## src/hw/rtl/cwm_pkg.sv

```systemverilog
package cwm_pkg;

    localparam int ADDR_W     = 32;
    localparam int LEN_W      = 6;
    localparam int IDX_IN_W   = 4;
    localparam int COUNT_W    = 5;
    localparam int ENTRY_W    = ADDR_W + LEN_W;
    localparam logic [LEN_W-1:0] MAX_PREFIX = 6'd32;

    localparam logic MODE_LOAD   = 1'b0;
    localparam logic MODE_LOOKUP = 1'b1;

    typedef enum logic {
        CMD_LOAD,
        CMD_LOOKUP
    } t_cmd_kind;

    typedef struct packed {
        t_cmd_kind             kind;
        logic [IDX_IN_W-1:0]   entry_index;
        logic [ADDR_W-1:0]     address;
        logic [LEN_W-1:0]      prefix_length;
    } t_cmd;

    typedef enum logic {
        BK_IDLE,
        BK_SCAN
    } t_back_state;

    // Mask with the top len bits set; len is at most 32.
    function automatic logic [ADDR_W-1:0] prefix_mask(input logic [LEN_W-1:0] len);
        logic [ADDR_W-1:0] ones;
        ones = '1;
        return ~(ones >> len);
    endfunction

endpackage

```

## src/hw/rtl/cwm_ram.sv

```systemverilog
module cwm_ram #(
    parameter int WIDTH = 38,
    parameter int DEPTH = 16
) (
    input  logic                                        i_clk,
    input  logic                                        i_we,
    input  logic [((DEPTH > 1) ? $clog2(DEPTH) : 1)-1:0] i_waddr,
    input  logic [WIDTH-1:0]                            i_wdata,
    input  logic                                        i_re,
    input  logic [((DEPTH > 1) ? $clog2(DEPTH) : 1)-1:0] i_raddr,
    output logic [WIDTH-1:0]                            o_rdata
);

    logic [WIDTH-1:0] r_mem [DEPTH];
    logic [WIDTH-1:0] r_rdata;

    always_ff @(posedge i_clk) begin
        if (i_we) begin
            r_mem[i_waddr] <= i_wdata;
        end
        if (i_re) begin
            r_rdata <= r_mem[i_raddr];
        end
    end

    assign o_rdata = r_rdata;

endmodule

```

## src/hw/rtl/cwm_front.sv

```systemverilog
module cwm_front #(
    parameter int TABLE_DEPTH = 16
) (
    input  logic                          i_clk,
    input  logic                          i_rst_n,
    input  logic                          start,
    output logic                          busy,
    input  logic                          i_mode,
    input  logic [cwm_pkg::IDX_IN_W-1:0]  i_entry_index,
    input  logic [cwm_pkg::ADDR_W-1:0]    i_address,
    input  logic [cwm_pkg::LEN_W-1:0]     i_prefix_length,
    input  logic                          i_cfg_valid,
    output logic                          o_cfg_ready,
    input  logic [cwm_pkg::COUNT_W-1:0]   i_cfg_data,
    input  logic                          i_q_full,
    output logic                          o_push,
    output cwm_pkg::t_cmd                 o_cmd,
    output logic [cwm_pkg::COUNT_W-1:0]   o_entry_count
);

    localparam int IDX_W = (TABLE_DEPTH > 1) ? $clog2(TABLE_DEPTH) : 1;
    localparam int PAD_W = IDX_W + cwm_pkg::IDX_IN_W;

    logic [cwm_pkg::COUNT_W-1:0] r_entry_count;
    logic [PAD_W-1:0]            wide_index;
    logic                        index_ok;
    logic                        accept;

    assign busy        = i_q_full;
    assign o_cfg_ready = 1'b1;
    assign accept      = start && !i_q_full;

    assign wide_index = {{IDX_W{1'b0}}, i_entry_index};
    assign index_ok   = wide_index < PAD_W'(TABLE_DEPTH);

    // Loads aimed past the end of the table are dropped here.
    always_comb begin
        o_cmd.kind          = (i_mode == cwm_pkg::MODE_LOOKUP) ? cwm_pkg::CMD_LOOKUP
                                                               : cwm_pkg::CMD_LOAD;
        o_cmd.entry_index   = i_entry_index;
        o_cmd.address       = i_address;
        o_cmd.prefix_length = (i_prefix_length > cwm_pkg::MAX_PREFIX) ? cwm_pkg::MAX_PREFIX
                                                                       : i_prefix_length;
        o_push = accept && ((i_mode == cwm_pkg::MODE_LOOKUP) || index_ok);
    end

    always_ff @(posedge i_clk) begin
        if (!i_rst_n) begin
            r_entry_count <= '0;
        end else if (i_cfg_valid) begin
            r_entry_count <= i_cfg_data;
        end
    end

    assign o_entry_count = r_entry_count;

endmodule

```

## src/hw/rtl/cwm_cmd_queue.sv

```systemverilog
module cwm_cmd_queue (
    input  logic          i_clk,
    input  logic          i_rst_n,
    input  logic          i_push,
    input  cwm_pkg::t_cmd i_cmd,
    input  logic          i_pop,
    output cwm_pkg::t_cmd o_head,
    output logic          o_full,
    output logic          o_empty
);

    cwm_pkg::t_cmd r_slot [2];
    logic          r_wr_ptr;
    logic          r_rd_ptr;
    logic [1:0]    r_fill;
    logic          do_push;
    logic          do_pop;

    assign o_full  = r_fill == 2'd2;
    assign o_empty = r_fill == 2'd0;
    assign do_push = i_push && !o_full;
    assign do_pop  = i_pop && !o_empty;
    assign o_head  = r_slot[r_rd_ptr];

    always_ff @(posedge i_clk) begin
        if (do_push) begin
            r_slot[r_wr_ptr] <= i_cmd;
        end
    end

    always_ff @(posedge i_clk) begin
        if (!i_rst_n) begin
            r_wr_ptr <= 1'b0;
            r_rd_ptr <= 1'b0;
            r_fill   <= 2'd0;
        end else begin
            if (do_push) begin
                r_wr_ptr <= ~r_wr_ptr;
            end
            if (do_pop) begin
                r_rd_ptr <= ~r_rd_ptr;
            end
            case ({do_push, do_pop})
                2'b10:   r_fill <= r_fill + 2'd1;
                2'b01:   r_fill <= r_fill - 2'd1;
                default: r_fill <= r_fill;
            endcase
        end
    end

endmodule

```

## src/hw/rtl/cwm_back.sv

```systemverilog
module cwm_back #(
    parameter int TABLE_DEPTH = 16
) (
    input  logic                          i_clk,
    input  logic                          i_rst_n,
    input  cwm_pkg::t_cmd                 i_head,
    input  logic                          i_q_empty,
    output logic                          o_pop,
    input  logic [cwm_pkg::COUNT_W-1:0]   i_entry_count,
    output logic                          o_result_strobe,
    output logic                          o_trusted,
    output logic [cwm_pkg::IDX_IN_W-1:0]  o_match_index
);

    localparam int IDX_W = (TABLE_DEPTH > 1) ? $clog2(TABLE_DEPTH) : 1;
    localparam int CNT_W = $clog2(TABLE_DEPTH + 1);
    localparam int PAD_W = IDX_W + cwm_pkg::IDX_IN_W;
    localparam int CMP_W = CNT_W + cwm_pkg::COUNT_W;
    localparam int MI_W  = CNT_W + cwm_pkg::IDX_IN_W;

    cwm_pkg::t_back_state r_state, n_state;
    logic [cwm_pkg::ADDR_W-1:0]   r_key, n_key;
    logic [CNT_W-1:0]             r_limit, n_limit;
    logic [CNT_W-1:0]             r_rd_idx, n_rd_idx;
    logic [CNT_W-1:0]             r_cmp_idx, n_cmp_idx;
    logic                         r_cmp_vld, n_cmp_vld;
    logic                         r_res_strobe, n_res_strobe;
    logic                         r_trusted, n_trusted;
    logic [cwm_pkg::IDX_IN_W-1:0] r_match_index, n_match_index;

    logic                         ram_we;
    logic                         ram_re;
    logic [PAD_W-1:0]             wide_windex;
    logic [cwm_pkg::ENTRY_W-1:0]  ram_wdata;
    logic [cwm_pkg::ENTRY_W-1:0]  ram_rdata;
    logic [cwm_pkg::ADDR_W-1:0]   entry_addr;
    logic [cwm_pkg::LEN_W-1:0]    entry_len;
    logic                         hit;
    logic                         last;
    logic [CMP_W-1:0]             count_wide;
    logic [CMP_W-1:0]             depth_wide;
    logic [CNT_W-1:0]             limit;
    logic [MI_W-1:0]              wide_cmp_idx;

    assign wide_windex = {{IDX_W{1'b0}}, i_head.entry_index};
    assign ram_wdata   = {i_head.address, i_head.prefix_length};

    cwm_ram #(
        .WIDTH (cwm_pkg::ENTRY_W),
        .DEPTH (TABLE_DEPTH)
    ) u_table (
        .i_clk   (i_clk),
        .i_we    (ram_we),
        .i_waddr (wide_windex[IDX_W-1:0]),
        .i_wdata (ram_wdata),
        .i_re    (ram_re),
        .i_raddr (r_rd_idx[IDX_W-1:0]),
        .o_rdata (ram_rdata)
    );

    assign entry_addr = ram_rdata[cwm_pkg::ENTRY_W-1:cwm_pkg::LEN_W];
    assign entry_len  = ram_rdata[cwm_pkg::LEN_W-1:0];
    assign hit = ((r_key ^ entry_addr) & cwm_pkg::prefix_mask(entry_len)) == '0;
    assign last = (r_cmp_idx + CNT_W'(1)) == r_limit;

    assign count_wide   = {{CNT_W{1'b0}}, i_entry_count};
    assign depth_wide   = CMP_W'(TABLE_DEPTH);
    assign limit        = (count_wide > depth_wide) ? depth_wide[CNT_W-1:0]
                                                    : count_wide[CNT_W-1:0];
    assign wide_cmp_idx = {{cwm_pkg::IDX_IN_W{1'b0}}, r_cmp_idx};

    // The scan reads one entry per cycle and compares it in the next.
    always_comb begin
        n_state       = r_state;
        n_key         = r_key;
        n_limit       = r_limit;
        n_rd_idx      = r_rd_idx;
        n_cmp_idx     = r_cmp_idx;
        n_cmp_vld     = 1'b0;
        n_res_strobe  = 1'b0;
        n_trusted     = 1'b0;
        n_match_index = '0;
        o_pop         = 1'b0;
        ram_we        = 1'b0;
        ram_re        = 1'b0;
        case (r_state)
            cwm_pkg::BK_IDLE: begin
                if (!i_q_empty) begin
                    o_pop = 1'b1;
                    if (i_head.kind == cwm_pkg::CMD_LOAD) begin
                        ram_we = 1'b1;
                    end else if (limit == '0) begin
                        n_res_strobe = 1'b1;
                    end else begin
                        n_state  = cwm_pkg::BK_SCAN;
                        n_key    = i_head.address;
                        n_limit  = limit;
                        n_rd_idx = '0;
                    end
                end
            end
            cwm_pkg::BK_SCAN: begin
                if (r_rd_idx < r_limit) begin
                    ram_re    = 1'b1;
                    n_rd_idx  = r_rd_idx + CNT_W'(1);
                    n_cmp_vld = 1'b1;
                    n_cmp_idx = r_rd_idx;
                end
                if (r_cmp_vld && (hit || last)) begin
                    n_state       = cwm_pkg::BK_IDLE;
                    n_cmp_vld     = 1'b0;
                    n_res_strobe  = 1'b1;
                    n_trusted     = hit;
                    n_match_index = hit ? wide_cmp_idx[cwm_pkg::IDX_IN_W-1:0] : '0;
                end
            end
            default: begin
                n_state = cwm_pkg::BK_IDLE;
            end
        endcase
    end

    always_ff @(posedge i_clk) begin
        if (!i_rst_n) begin
            r_state      <= cwm_pkg::BK_IDLE;
            r_cmp_vld    <= 1'b0;
            r_res_strobe <= 1'b0;
        end else begin
            r_state      <= n_state;
            r_cmp_vld    <= n_cmp_vld;
            r_res_strobe <= n_res_strobe;
        end
    end

    always_ff @(posedge i_clk) begin
        r_key         <= n_key;
        r_limit       <= n_limit;
        r_rd_idx      <= n_rd_idx;
        r_cmp_idx     <= n_cmp_idx;
        r_trusted     <= n_trusted;
        r_match_index <= n_match_index;
    end

    assign o_result_strobe = r_res_strobe;
    assign o_trusted       = r_trusted;
    assign o_match_index   = r_match_index;

`ifndef NO_ASSERTIONS
    a_rd_in_range: assert property (@(posedge i_clk) disable iff (!i_rst_n)
        (r_state == cwm_pkg::BK_SCAN) |-> (r_rd_idx <= r_limit))
        else $error("scan read index ran past the active count");

    a_cmp_in_range: assert property (@(posedge i_clk) disable iff (!i_rst_n)
        r_cmp_vld |-> (r_cmp_idx < r_limit))
        else $error("compared entry lies outside the active range");

    a_strobe_idle: assert property (@(posedge i_clk) disable iff (!i_rst_n)
        r_res_strobe |-> (r_state == cwm_pkg::BK_IDLE))
        else $error("result issued while a scan is still running");

    a_miss_index: assert property (@(posedge i_clk) disable iff (!i_rst_n)
        (r_res_strobe && !r_trusted) |-> (r_match_index == '0))
        else $error("untrusted result carries a nonzero index");

    a_no_pop_scan: assert property (@(posedge i_clk) disable iff (!i_rst_n)
        (r_state == cwm_pkg::BK_SCAN) |-> !o_pop)
        else $error("queue popped during a scan");
`endif

endmodule

```

## src/hw/rtl/cidr_whitelist_match_core.sv

```systemverilog
// Channel    Direction  Handshake                     Word
// input      in         start / busy                  i_mode, i_entry_index, i_address,
//                                                     i_prefix_length
// result     out        o_result_strobe (one cycle)   o_trusted, o_match_index
// config     in         i_cfg_valid / o_cfg_ready     i_cfg_data (entry_count)
//
// A two-word queue separates acceptance from execution; busy is high while it is full.
// A load occupies the table port for one cycle. A lookup scans the active entries in
// index order through the single read port of the entry table, one entry per cycle,
// and its result strobe is registered from the compare that hits or reaches the last
// active entry; with no active entries the strobe follows the pop in the next cycle.
// Reset is synchronous and active low; the table contents are not cleared.
// Results cannot be stalled by the receiver.
module cidr_whitelist_match_core #(
    parameter int TABLE_DEPTH = 16
) (
    input  logic                          i_clk,
    input  logic                          i_rst_n,
    input  logic                          start,
    output logic                          busy,
    input  logic                          i_mode,
    input  logic [cwm_pkg::IDX_IN_W-1:0]  i_entry_index,
    input  logic [cwm_pkg::ADDR_W-1:0]    i_address,
    input  logic [cwm_pkg::LEN_W-1:0]     i_prefix_length,
    input  logic                          i_cfg_valid,
    output logic                          o_cfg_ready,
    input  logic [cwm_pkg::COUNT_W-1:0]   i_cfg_data,
    output logic                          o_result_strobe,
    output logic                          o_trusted,
    output logic [cwm_pkg::IDX_IN_W-1:0]  o_match_index
);

    logic                        q_full;
    logic                        q_empty;
    logic                        push;
    logic                        pop;
    cwm_pkg::t_cmd               push_cmd;
    cwm_pkg::t_cmd               head_cmd;
    logic [cwm_pkg::COUNT_W-1:0] entry_count;

    cwm_front #(
        .TABLE_DEPTH (TABLE_DEPTH)
    ) u_front (
        .i_clk           (i_clk),
        .i_rst_n         (i_rst_n),
        .start           (start),
        .busy            (busy),
        .i_mode          (i_mode),
        .i_entry_index   (i_entry_index),
        .i_address       (i_address),
        .i_prefix_length (i_prefix_length),
        .i_cfg_valid     (i_cfg_valid),
        .o_cfg_ready     (o_cfg_ready),
        .i_cfg_data      (i_cfg_data),
        .i_q_full        (q_full),
        .o_push          (push),
        .o_cmd           (push_cmd),
        .o_entry_count   (entry_count)
    );

    cwm_cmd_queue u_queue (
        .i_clk   (i_clk),
        .i_rst_n (i_rst_n),
        .i_push  (push),
        .i_cmd   (push_cmd),
        .i_pop   (pop),
        .o_head  (head_cmd),
        .o_full  (q_full),
        .o_empty (q_empty)
    );

    cwm_back #(
        .TABLE_DEPTH (TABLE_DEPTH)
    ) u_back (
        .i_clk           (i_clk),
        .i_rst_n         (i_rst_n),
        .i_head          (head_cmd),
        .i_q_empty       (q_empty),
        .o_pop           (pop),
        .i_entry_count   (entry_count),
        .o_result_strobe (o_result_strobe),
        .o_trusted       (o_trusted),
        .o_match_index   (o_match_index)
    );

endmodule

```

## config.mk

```make
export PLATFORM = sky130hd
export DESIGN_NAME = cidr_whitelist_match_core
export DESIGN_NICKNAME = d
export VERILOG_FILES = /design/src/hw/rtl/cwm_pkg.sv /design/src/hw/rtl/cwm_ram.sv /design/src/hw/rtl/cwm_front.sv /design/src/hw/rtl/cwm_cmd_queue.sv /design/src/hw/rtl/cwm_back.sv /design/src/hw/rtl/cidr_whitelist_match_core.sv
export SDC_FILE = /design/constraint.sdc
export NUM_CORES = 1
export LEC_CHECK = 0
export BUFFER_PORTS_ARGS = -buffer_cell sky130_fd_sc_hd__buf_2
export CORE_AREA = 2 2 353 355
export CTS_CLUSTER_DIAMETER = 120
export DETAILED_ROUTE_END_ITERATION = 8
export DIE_AREA = 0 0 355 357
export PLACE_DENSITY = 0.41
export SLEW_MARGIN = 0
export SYNTH_ARGS = -nofsm -noshare
export SYNTH_HDL_FRONTEND = slang
export SYNTH_HIERARCHICAL = 1
export SYNTH_SLANG_ARGS = --single-unit
```

## constraint.sdc

```tcl
create_clock -name i_clk -period 5.4 [get_ports i_clk]
set_input_delay 0.27 -clock i_clk [delete_from_list [all_inputs] [get_ports i_clk]]
set_output_delay 0.27 -clock i_clk [all_outputs]
set_load 0.02 [all_outputs]
```

; Yosys cells after proc, flatten, opt, wreduce, memory -nomap -nowiden
; Memories as Yosys holds them, arrays and structs flattened. A register that Yosys moved wholly into a read port is not among the register bits.
; Index checks and enable logic that the tools add are counted.
; W data, S select, Z words.
[word_totals]
reg_bits = 64
latch_bits = 0
mem_bits_rw = 694
mem_bits_ro = 0
inputBits = 52
output_inout_bits = 8
elab_cells = 92
memories = 2
[memory_table]
columns = memory, words, width, rd, rd_ports_with_merged_regs, wr, line
row1 = u_back.u_table.r_mem, 16, 38, 1, 1, 1, cwm_ram.sv:14  ; logic [WIDTH-1:0] r_mem [DEPTH];
row2 = u_queue.r_slot, 2, 43, 1, 1, 1, cwm_cmd_queue.sv:12  ; cwm_pkg::t_cmd r_slot [2];
[op_classes]
addsub = 4
mul = 0
div_mod_pow = 0
order_cmp = 4
n_eq_ne = 8
n_shift = 1
n_mux = 32
bitwise = 9
reduce_logical = 19
[ops]
columns = cell, n
row1 = $and A32 B32 Y32, 1
row2 = $logic_not A32 Y1, 1
row3 = $not A32 Y32, 1
row4 = $shr A32 B6 Y32 const A, 1
row5 = $xor A32 B32 Y32, 1
row6 = $mux W5, 5
row7 = $mux W1, 22
row8 = $add A5 B1 Y5 const B, 2
row9 = $pmux W5 S2, 1
row10 = $reduce_and A4 Y1, 2
row11 = $gt A6 B6 Y1 const B, 1
row12 = $mux W6, 1
row13 = $ne A2 B2 Y1 const B, 3
row14 = $not A1 Y1, 6
row15 = $eq A5 B5 Y1, 1
row16 = $gt A5 B5 Y1 const B, 1
row17 = $logic_and A1 B1 Y1, 5
row18 = $logic_not A5 Y1, 1
row19 = $lt A4 B5 Y1 const B, 1
row20 = $lt A5 B5 Y1, 1
row21 = $eq A2 B2 Y1 const B, 2
row22 = $pmux W1 S2, 2
row23 = $pmux W2 S2, 1
row24 = $reduce_and A2 Y1, 2
row25 = 10 further kinds, 12

; Logic depth before layout (Yosys ltp)
[depth]
ltp_word = 8
depth_mapped = 8
ltp_nobuf = 8

; By module
; Netlist, hierarchy kept.
[modules_own_cells]
columns = mod, n_inst, cells_per_inst, area_each_um2, seq_area_each_um2
row1 = cwm_ram, 1, 989, 23950.5, 19398.6
row2 = cwm_cmd_queue, 1, 160, 3328.2, 2682.6
row3 = cwm_back, 1, 229, 2805.2, 1571.5
row4 = cwm_front, 1, 63, 530.5, 100.1

; Worst setup path before layout
; No wires, ideal clock.
[synth_timing]
kind = register to register
startpoint = reg (tool-made name)
endpoint = mem u_back.u_table.r_mem[0][0] (enable)
setup_time_ps = 481
t_arrival_ps = 4388
required_time_ps = 4919
path_slack_ps = 532
path_stages_with_launch = 7
path_buffers = 2
period_less_slack_ps = 4868
cell_sequence = dfxtp_1 buf_2 buf_2 mux2_2 nor3_1 or3b_2 nor3_1
[synth_lines]
columns = item, line
row1 = "end, declared", cwm_ram.sv:14

==> summary.txt <==
Status: finished, final reports clean
CP arrival: 3.75 ns
Tmin final: 3.47 ns
First-pass GRT wire length: 108,000 µm
DRT antenna net count: 0
Multi-input gate area: 0.00630 mm²
Vias in the first global route: 15.4k
DR WL/cell: 22.6 µm
Fillers: 12.0k
Clock root buffer: clkbuf_16
Layout Cells excl Fill: 3,276
Count of cell types in the netlist: 60
Setup Viol. Count Final: 0
H-tree levels: 3
Lkg Pwr: 11.2 nW
Cells after Synth: 1,441
Most frequent cells in the layout: 779 x edfxtp_1, 152 x mux4_2, 90 x clkbuf_16
Int Power: 12.8 mW
RSZ-0062 raised after global routing: no
Max-slew violations: 0
WP data required: 5.68 ns
CP dominant cell by count: buf_4
Core area: 0.123 mm²
Slew margin rel.: 13.7%
Initial DRT Pass Iterations: 5
Die extent in x: 355 µm
Min-Delay Path Class: input port to flop
Gr usage total: 11.7%
Layout cells sized above 1: 26.8%
CTS max path bufs: 3
DRC: 0
Sequential-to-total area share from yosys stat: 77.6%
Sequential power share: 45.6%
Initial Utilization: 24.9%
Kind of critical path: flop to flop
Port bufs: 58
Core Rows: 129
Syn_area_per_cell: 21.2 µm²
Clock buffer count from CTS: 87
Initial detailed-routing violation count: 1,038
Final hold violation count: 0
Max Cap Viol: 0
Final Core Density: 29.3%
Initial antenna violation count: 3
Die Area: 0.127 mm²
Setup TNS: 0 ns
Post-Place Cells: 3,062
Total Nets Final: 1,626
CTS tree: done
Routed via count: 14.1k
Critical Path End Type: flop
Clock share of power: 31.9%
Crit-path cells: buf_4 -> mux2_2 -> or3b_2 -> nor2_4 -> buf_4
Worst slew pin tran: 1.29 ns
Avg Vias per Cell: 4.32
Synthesized flop and latch total: 797
Commonest non-fill, non-tap cell in the layout: edfxtp_1
HPWL Detailed: 40,600 µm
Largest net degree at the start of global routing: 142
Slowest CP cell: buf_4
Ant diodes: 0
CTS sink cnt: 797
Crit path max fanout: 42
Layout area overhead: 17.6%
Crit start category: flop
Pwr Density: 501 mW/mm²
Fin crit share: 64.2%
Post-Syn Area: 0.0306 mm²
Syn_nets: 1,500
Asr flop ratio synth: 0%
Power, Total: 18.0 mW
GP Congestion: 0.700
Most used DFF post-synth: edfxtp_1
Sw power: 5.24 mW
Highest clock rate: 0.289 GHz
GR Overflow Total: 0
VDD IR max: 0.269 mV
Slowest stage delay, CP: 0.59 ns
Ys Warns: 6
Worst-path clk slew: 0.06 ns
DRT Wirelength: 74,000 µm
Post-CTS Setup Inserts: 0
Die height: 357 µm
Storage cell area: 0.0238 mm²
Switching Share: 29.0%
Hold Slack: 0.0279 ns
EDFF count, synth: 779
IO Pins: 60
Clk_lat worst skew: 0.65 ns
Combinational group share of total power: 22.5%
Skew final: 0.0382 ns
==> metal layers <==
layer	vias up	routed length, µm	GRT usage [%]
li1	6167	-	-
met1	7609	32700	15.2
met2	274	37200	20.2
met3	99	2660	2.05
met4	0	1510	3.09
met5	-	0	0
==> state kept, by name, indices dropped and copies added (netlist names), named ones only <==
signal,cells
u_back/u_table/r_mem,608
u_back/u_table/o_rdata,38
u_queue/r_rd_ptr,1
u_back/r_state,1
u_queue/r_slot,86
u_back/o_trusted,1
u_back/r_cmp_vld,1
u_back/r_key,32
u_queue/r_wr_ptr,1
u_queue/r_fill,2
u_back/r_cmp_idx,5
u_back/r_rd_idx,5
u_back/o_match_index,4
u_front/o_entry_count,5
u_back/o_result_strobe,1
u_back/r_limit,5
==> logic make-up (layout without fill, tap and decap cells) <==
group,after synthesis,in the layout,synth area share (%)
DFF,797,797,77.6
other,1,1,0.0122
xor gates and xnor gates,43,43,1.23
adders and majority gates,7,7,0.286
AOI/OAI and AO/OA,138,138,3.32
muxes,200,200,12.9
buffers and inverters,116,314,2.31
and+or+nand+nor,139,139,2.33
==> stage by stage <==
step | instance area [µm²] | setup slack [ns]
2_1_floorplan | 30600 | 0.532
6_report | 36000 | 1.93
3_3_place_gp | 32700 | 1.90
3_5_place_dp | 32700 | 1.84
4_1_cts | 36000 | 1.82
5_1_grt | 36000 | 1.72
==> timing repair <==
item / 4_1_cts / 5_1_grt
hold buffers: 53 / 0
endpoints found under the hold margin: 91 / 0
resized for setup: 0 / 0
==> power by group through the flow <==
| stage | Clock, mW | Combinational (mW) | Sequential [mW] |
|---|---|---|---|
| 6_report | 5.76 | 4.06 | 8.22 |
| 5_1_grt | 6.19 | 4.47 | 8.27 |
| 4_1_cts | 5.96 | 4.20 | 8.23 |
| 3_5_place_dp | 0 | 4.16 | 8.36 |
| 3_3_place_gp | 0 | 4.11 | 8.35 |
| 2_1_floorplan | 0 | 2.82 | 8.21 |
==> synthesized netlist by cell type, types with 3 or more instances <==
library cell	instances	share of area (%)
edfxtp_1	779	76
mux4_2	152	11
a22oi_1	77	1.9
nand2_1	46	0.56
mux2_2	43	1.6
buf_4	39	0.96
clkbuf_1	28	0.34
nor2_1	25	0.31
buf_2	23	0.38
xnor2_1	22	0.63
nor2b_1	21	0.43
xor2_1	21	0.60
dfxtp_1	18	1.2
a21oi_1	13	0.21
and2_1	13	0.27
buf_6	13	0.48
inv_1	10	0.12
o21ai_0	10	0.16
ha_1	7	0.29
nor3_1	7	0.11
mux2i_1	5	0.16
nand3_1	5	0.082
nand2b_1	4	0.082
o31ai_1	4	0.098
or3_1	4	0.082
a21o_1	3	0.074
o2111ai_1	3	0.086
o311a_1	3	0.098
==> area by class of cell <==
cell class	count	share of cell area, %
repair buffers	142	3.06
inverters	11	0.115
multi-input cells	528	17.5
clock buffers	115	6.52
clock inverters	46	1.16
flip-flops and latches	797	66.0
well taps	1637	5.69
==> worst max-delay path, delay by kind of cell (launching register included) <==
kind          cells  cell delay, ns
flops             1            0.33
buf+inv           2            1.14
simple gates      2            1.15
mux               1            0.44
==> final timing paths <==
check	startpoint	endpoint	slack (ns)	cells after the start
worst max register to register	flop	u_back/u_table/r_mem[3][18]	1.93	5
worst max-delay path	flop	u_back/u_table/r_mem[3][18]	1.93	5
worst min-delay path	i_rst_n	flop	0.03	2
worst min register to register	u_queue/r_wr_ptr	u_queue/r_wr_ptr	0.50	2
Note: power is estimated with default switching activity, not from simulation.
